File: src/hw/rtl/ppt_pkg.sv
// Shared types, codes and constants of the per-process page table.
package ppt_pkg;

  localparam int MAX_PROCS_DEF = 64;
  localparam int MAX_PAGES_DEF = 32;
  localparam int TIME_BITS     = 16;

  localparam int FRAME_W    = 8;
  localparam int TIME_W     = 16;
  localparam int COUNT_W    = 17;
  localparam int SIZE_W     = 6;
  localparam int FIELD_W    = 6;
  localparam int PAGE_OUT_W = 5;
  localparam int IN_W       = 48;
  localparam int OUT_W      = 72;

  localparam logic [FRAME_W-1:0] FRAME_NONE = '1;
  localparam logic [COUNT_W-1:0] COUNT_NONE = '1;
  localparam logic [COUNT_W-1:0] COUNT_ONE  = COUNT_W'(1);
  localparam logic [COUNT_W-1:0] COUNT_MAX  = COUNT_W'(65535);
  localparam logic [TIME_W-1:0]  TIME_MASK  = (TIME_BITS >= TIME_W) ? '1 :
                                              TIME_W'((33'd1 << TIME_BITS) - 33'd1);

  typedef enum logic [2:0] {
    OP_CREATE     = 3'd0,
    OP_LOOKUP     = 3'd1,
    OP_LOAD       = 3'd2,
    OP_INVALIDATE = 3'd3,
    OP_TOUCH      = 3'd4,
    OP_REMOVE     = 3'd5,
    OP_LIST       = 3'd6,
    OP_SIZE       = 3'd7
  } op_t;

  typedef enum logic [1:0] {
    ST_OK          = 2'd0,
    ST_NO_PROC     = 2'd1,
    ST_BAD_PAGE    = 2'd2,
    ST_NOT_PRESENT = 2'd3
  } status_t;

  // one stored page table entry
  typedef struct packed {
    logic                valid;
    logic [FRAME_W-1:0]  frame;
    logic                referenced;
    logic [TIME_W-1:0]   load_time;
    logic [TIME_W-1:0]   last_access;
    logic [COUNT_W-1:0]  access_count;
  } pte_t;

  // input beat, first field in the lowest bits
  typedef struct packed {
    logic [2:0]          pad;
    logic [TIME_W-1:0]   time_req;
    logic [FRAME_W-1:0]  frame;
    logic [FIELD_W-1:0]  page_count;
    logic [FIELD_W-1:0]  page;
    logic [FIELD_W-1:0]  process_id;
    op_t                 operation;
  } req_t;

  // result beat, first field in the lowest bits
  typedef struct packed {
    logic [SIZE_W-1:0]     size_out;
    logic [PAGE_OUT_W-1:0] page_out;
    logic [COUNT_W-1:0]    access_count_out;
    logic [TIME_W-1:0]     last_access_out;
    logic [TIME_W-1:0]     load_time_out;
    logic                  referenced_out;
    logic [FRAME_W-1:0]    frame_out;
    logic                  entry_valid;
    status_t               status;
  } res_t;

  function automatic res_t res_empty(input status_t st);
    res_t r;
    r = '0;
    r.status    = st;
    r.frame_out = FRAME_NONE;
    return r;
  endfunction

  function automatic pte_t pte_cleared();
    pte_t e;
    e = '0;
    e.frame        = FRAME_NONE;
    e.access_count = COUNT_NONE;
    return e;
  endfunction

endpackage

File: src/hw/rtl/ppt_ram.sv
// Generic simple dual-port RAM with one write port and a registered read port.
module ppt_ram #(
  parameter int WIDTH = ppt_pkg::SIZE_W,
  parameter int DEPTH = ppt_pkg::MAX_PROCS_DEF,
  localparam int AW   = (DEPTH > 1) ? $clog2(DEPTH) : 1
) (
  input  logic             clk,
  input  logic             we,
  input  logic [AW-1:0]    waddr,
  input  logic [WIDTH-1:0] wdata,
  input  logic             re,
  input  logic [AW-1:0]    raddr,
  output logic [WIDTH-1:0] rdata
);

  logic [WIDTH-1:0] mem [DEPTH];

  always_ff @(posedge clk) begin
    if (we) begin
      mem[waddr] <= wdata;
    end
    // hold read data between reads
    if (re) begin
      rdata <= mem[raddr];
    end
  end

endmodule

File: config.mk
export PLATFORM = sky130hd
export DESIGN_NAME = ppt_ram
export DESIGN_NICKNAME = d
export VERILOG_FILES = /design/src/hw/rtl/ppt_pkg.sv /design/src/hw/rtl/ppt_ram.sv
export SDC_FILE = /design/constraint.sdc
export NUM_CORES = 1
export LEC_CHECK = 0
export ABC_AREA = 1
export CORE_UTILIZATION = 41
export CTS_CLUSTER_SIZE = 40
export DETAILED_ROUTE_END_ITERATION = 8
export DONT_BUFFER_PORTS = 1
export PLACE_DENSITY_LB_ADDON = 0.25
export RECOVER_POWER = 100
export SYNTH_ARGS = -nofsm -noshare
export SYNTH_HDL_FRONTEND = slang
export SYNTH_SLANG_ARGS = --single-unit
File: constraint.sdc
create_clock -name clk -period 3.7 [get_ports clk]
set_input_delay 0.555 -clock clk [delete_from_list [all_inputs] [get_ports clk]]
set_output_delay 0.555 -clock clk [all_outputs]
set_load 0.05 [all_outputs]
==> impl_metrics.env, run 1 <==
export IMPL_rsz0062_at_grt="no"
export IMPL_crit_arrival_ps=2870
export IMPL_cp_cell_sequence="inv_2 -> buf_4 -> nand2_1 -> nand3_1 -> nand3_1 -> nand2_1 -> nand2_1 -> nand3_1 -> nand3_1 -> nand2_1"
export IMPL_die_h_um=199
export IMPL_status="finished clean"
export IMPL_ys_top_cells_by_area="edfxtp_1 (73%), nand2_1 (11%), nand3_1 (10%)"
export IMPL_seq_power_share_pct=54.6
export IMPL_gp_congestion=0.819
export IMPL_clkTransAtPathRegs_ps=60
export IMPL_peakVddDrop_v=0.000375
export IMPL_cp_start_kind="primary input"
export IMPL_worstSetupPathType="in2reg"
export IMPL_p_int_w=0.00712
export IMPL_viasPerCell=5.43
export IMPL_netlist_area_um2=16000
export IMPL_drive_above_1_share_pct=4.36
export IMPL_comb_power_share_pct=4.1
export IMPL_globalRouteOverflowTotal=0
export IMPL_grt_max_degree=194
export IMPL_cts_made_buffers=41
export IMPL_row_count=71
export IMPL_power_per_cell_area_nw_per_um2=516
export IMPL_r2r_slack_ps=2280
export IMPL_hold_buffers=0
export IMPL_start_util_pct=42.1
export IMPL_synth_largest_area_cell="edfxtp_1"
export IMPL_routed_wirelength_um=39900
export IMPL_clockBufferDepth=3
export IMPL_yosysSeqAreaShare_pct=73.2
export IMPL_wire_per_inst_um=21.2
export IMPL_final_setup_viol_count=0
export IMPL_synth_warnings=0
export IMPL_grt_use_total_pct=20.7
export IMPL_hold_violations=0
export IMPL_cp_slowest_stage_delay_ps=950
export IMPL_finClkSkew_ps=18.6
export IMPL_synth_seq_cells=390
export IMPL_clock_fmax_mhz=406
export IMPL_route_detailed_drc=0
export IMPL_antenna_found_initial=0
export IMPL_hold_path_class="in2reg"
export IMPL_p_sw_share_pct=21.2
export IMPL_tightest_slew_ps=1340
export IMPL_p_clk_share_pct=41.3
export IMPL_cts_num_sinks=390
export IMPL_worstSetupEndpointType="flop"
export IMPL_fin_area_um2=17500
export IMPL_period_needed_ps=2460
export IMPL_core_region_area_um2=38000
export IMPL_ys_types=13
export IMPL_cts_resized=0
export IMPL_cts_tree="yes"
export IMPL_maxCapViolCount=0
export IMPL_vias=10200
export IMPL_io_buffers=0
export IMPL_ant_nets=0
export IMPL_dieArea_um2=39800
export IMPL_min_period_over_period_pct=66.6
export IMPL_area_growth_pct=9.41
export IMPL_grt_pass1_wl_um=60500
export IMPL_grt_pass1_vias=10000
export IMPL_holdWs_ps=125
export IMPL_root_buffer="clkbuf_16"
export IMPL_slew_headroom_pct=10.8
export IMPL_synth_fp_nets=1397
export IMPL_cts_max_level=2
export IMPL_synthCells=1376
export IMPL_worstPathRequired_ps=4100
export IMPL_die_x_um=199
export IMPL_place_hpwl_um=22400
export IMPL_yosys_area_top_type_share_pct=73.2
export IMPL_antenna_cells=0
export IMPL_cp_max_fo=193
export IMPL_multiInputGateArea_um2=3800
export IMPL_ios=27
export IMPL_clk_latency_ps=540
export IMPL_power_total_w=0.00904
export IMPL_power_switching_w=0.00192
export IMPL_seq_area_um2=11700
export IMPL_syn_avg_cell_area_um2=11.6
export IMPL_layout_setup_ws_ps=1240
export IMPL_pre_cts_slack_ps=1130
export IMPL_nFillCells=3534
export IMPL_drt_initial_drc_count=850
export IMPL_post_cts_buffers=0
export IMPL_nets=1371
export IMPL_dr_pass1_iters=5
export IMPL_slew_viol_final=0
export IMPL_post_dp_cell_area_um2=16300
export IMPL_p_leak_nw=6.10
export IMPL_slowest_stage="inv_2"
export IMPL_finalSetupTns_ps=0
state kept, by name, indices dropped and copies added (netlist names):
register / flops
rdata: 6
mem: 384
layer usage:
metal  part of all wire [%]  vias up  GRT usage (%)
met5                      0        -              0
met4                    3.1        0           7.69
met3                    7.1       74           4.02
met2                     47      355           33.4
met1                     42     5022           27.6
li1                       -     4786              -
logic make-up (layout without fill, tap and decap cells):
group	count (synthesis)	count (layout)	share of synthesized area, %
AND/OR/NAND/NOR	890	890	23.7
flip-flops	390	390	73.2
buffers and inverters	96	95	3.01
cells in the final DEF, fill, tap and decap left out:
cell / instances
clkinv_4: 1
nand3_1: 331
nor4_1: 8
nor2_1: 56
bufinv_16: 1
inv_2: 2
nand2_1: 486
inv_1: 10
buf_4: 4
edfxtp_1: 390
clkinv_1: 6
nand4_1: 9
clkinvlp_4: 4
clkbuf_16: 41
clkbuf_1: 19
inv_6: 1
buf_12: 3
clkinv_2: 3
layout make-up:
type                       instances  area share [%]
inverter                          12           0.257
clock buffer                      52            6.10
timing repair buffer              15           0.687
tap                              511            3.65
multi-input combinational        890            21.7
sequential                       390            66.9
clock inverter                    16           0.658
power groups by stage:
stage | Combinational (W) | Clock [W] | Sequential, W
2_1_floorplan | 0.000325 | 0 | 0.00502
3_3_place_gp | 0.000368 | 0 | 0.00503
3_5_place_dp | 0.000371 | 0 | 0.00503
4_1_cts | 0.000373 | 0.00378 | 0.00494
5_1_grt | 0.000415 | 0.00394 | 0.00494
6_report | 0.000370 | 0.00373 | 0.00494
critical path, delay by kind of cell:
kind          cells  cell delay, ps
simple gates      8             780
buf+inv           2            1420
final timing paths:
| check | from | end | cells after the start |
|---|---|---|---|
| worst max-delay path | raddr[0] | rdata[1] | 10 |
| worst min-delay path | wdata[2] | mem[13][2] | 0 |
| worst max register to register | mem[20][2] | rdata[2] | 8 |
| worst min register to register | mem[47][0] | rdata[0] | 8 |
through the flow:
step | cells | utilization (%)
after floorplan | 1376 | -
after detailed placement | 1818 | 43.0
after CTS | 1886 | 46.1
final | 1886 | 46.0
after global routing | 1886 | 46.0
after global placement | 1818 | 43.0
cells in the mapped netlist (all sizes together):
master	number
edfxtp	390
inv	12
nor2	56
buf	69
nand4	9
clkbuf	15
nand3	331
nor4	8
nand2	486
Power figures use the tool's default switching activity.
==> run 2: changes to the inputs <==
Clock period 3.7 ns to 2.3 ns, I/O delays scaled along.
==> run 2 against run 1 <==
Compared with the run above:
- the run now ends with max-capacitance violations, max-slew violations left
- combinational power is 100% higher
- critical path depth down 10
- first-iteration DRC count is 14% higher
- final area grew 1.6%
- total power rose by 63%
- setup slack worse by 580 ps
- via count grew 0.45%
- clock-buffer cell count shrank 4
- sequential share of layout area down 1.1 points
- wire length is 0.26% higher
- clock skew fell by 5.6 ps
- final cell count increased by 2.8%
- critical path type is now reg2out
- critical endpoint is now rdata[1]
==> impl_metrics.env, run 2 (same netlist as run 1, synthesis figures left out) <==
export IMPL_nets=1420
export IMPL_final_common_cell="nand2_1"
export IMPL_final_setup_viol_count=0
export IMPL_finalSetupTns_ps=0
export IMPL_die_h_um=199
export IMPL_post_cts_buffers=0
export IMPL_place_hpwl_um=23000
export IMPL_vias=10300
export IMPL_period_needed_ps=1640
export IMPL_largest_registers="mem: 384 flops, rdata: 6 flops"
export IMPL_crit_arrival_ps=1300
export IMPL_p_int_w=0.0116
export IMPL_die_x_um=199
export IMPL_core_region_area_um2=38000
export IMPL_dieArea_um2=39800
export IMPL_comb_power_share_pct=5.1
export IMPL_layout_setup_ws_ps=658
export IMPL_failed_checks="max-capacitance violations, max-slew violations"
export IMPL_worstPathRequired_ps=1960
export IMPL_min_period_over_period_pct=71.4
export IMPL_drive_above_1_share_pct=5.11
export IMPL_cts_max_level=2
export IMPL_cts_made_buffers=40
export IMPL_ant_nets=0
export IMPL_worstSetupEndpointType="output pin"
export IMPL_slew_headroom_pct=-9.98
export IMPL_power_switching_w=0.00319
export IMPL_viasPerCell=5.30
export IMPL_grt_max_degree=194
export IMPL_antenna_cells=0
export IMPL_start_util_pct=42.1
export IMPL_pre_cts_slack_ps=419
export IMPL_drt_initial_drc_count=972
export IMPL_hold_violations=0
export IMPL_rsz0062_at_grt="no"
export IMPL_p_sw_share_pct=21.6
export IMPL_cts_num_sinks=390
export IMPL_grt_pass1_vias=10100
export IMPL_route_detailed_drc=0
export IMPL_seq_power_share_pct=53.9
export IMPL_dr_pass1_iters=5
export IMPL_p_clk_share_pct=41.1
export IMPL_placed_cells=1861
export IMPL_cts_tree="yes"
export IMPL_cp_start_kind="flop"
export IMPL_area_growth_pct=11.2
export IMPL_root_buffer="clkbuf_16"
export IMPL_finClkSkew_ps=12.9
export IMPL_grt_pass1_wl_um=60500
export IMPL_status="complete, but fails checks"
export IMPL_maxCapViolCount=6
export IMPL_peakVddDrop_v=0.000429
export IMPL_gp_congestion=0.780
export IMPL_mostFrequentLayoutCells="nand2_1 (486), edfxtp_1 (390), nand3_1 (331)"
export IMPL_nFillCells=3506
export IMPL_p_leak_nw=6.25
export IMPL_routed_wirelength_um=40000
export IMPL_top_register="mem"
export IMPL_finalNonFillerCells=1939
export IMPL_power_per_cell_area_nw_per_um2=830
export IMPL_cp_max_fo=1
export IMPL_antenna_found_initial=0
export IMPL_row_count=71
export IMPL_clkTransAtPathRegs_ps=60
export IMPL_globalRouteOverflowTotal=0
export IMPL_worstSetupPathType="reg2out"
export IMPL_hold_path_class="in2reg"
export IMPL_clk_latency_ps=530
export IMPL_slew_viol_final=390
export IMPL_clockBufferDepth=3
export IMPL_wire_per_inst_um=20.7
export IMPL_grt_use_total_pct=20.6
export IMPL_largest_reg_flops=384
export IMPL_clock_fmax_mhz=609
export IMPL_ios=27
export IMPL_tightest_slew_ps=1650
export IMPL_io_buffers=0
[run 2: timing repair]
item / in CTS / in global routing
resized for setup: 0 / 0
hold buffers: 7 / 0
hold endpoints to repair: 390 / 0
[run 2: area by class of cell]
class / instances / area (um2) / area share [%]
Clock buffer: 48 / 1050 / 5.92
Clock inverter: 23 / 150 / 0.844
Inverter: 12 / 47.5 / 0.267
Multi-Input combinational cell: 890 / 3800 / 21.4
Sequential cell: 390 / 11700 / 65.9
Tap cell: 511 / 639 / 3.60
Timing Repair Buffer: 65 / 382 / 2.15
[run 2: path summary, 6_finish.rpt]
check	startpoint	to	slack, ps	cells past startpoint
setup / recovery	rdata[1]	rdata[1]	660	0
hold / removal	raddr[5]	rdata[3]	50	2
setup reg to reg	mem[59][1]	rdata[1]	930	8
hold reg to reg	mem[8][5]	rdata[5]	880	8
[run 2: through the flow]
step	total power [W]	cell area [um2]	util [%]	hold slack [ps]
finish	0.0148	17800	46.8	47.3
global route	0.0152	17800	46.8	38.3
CTS	0.0149	18100	47.6	29.7
detailed placement	0.00871	16700	43.9	453
global placement	0.00871	16700	43.9	453
floorplan	0.00860	16000	-	444
[run 2: metal layers]
| layer | track usage, % | vias up | wire (um) |
|---|---|---|---|
| li1 | - | 4882 | - |
| met1 | 27.1 | 4972 | 17200 |
| met2 | 33.3 | 361 | 18700 |
| met3 | 4.69 | 68 | 3010 |
| met4 | 7.21 | 0 | 1080 |
| met5 | 0 | - | 0 |
[run 2: power groups by stage]
stage,clock (W),combinational (W),sequential [W]
finish,0.00606,0.000747,0.00795
CTS,0.00614,0.000788,0.00794
global route,0.00639,0.000829,0.00796
floorplan,0,0.000523,0.00808
global placement,0,0.000618,0.00809
detailed placement,0,0.000622,0.00809
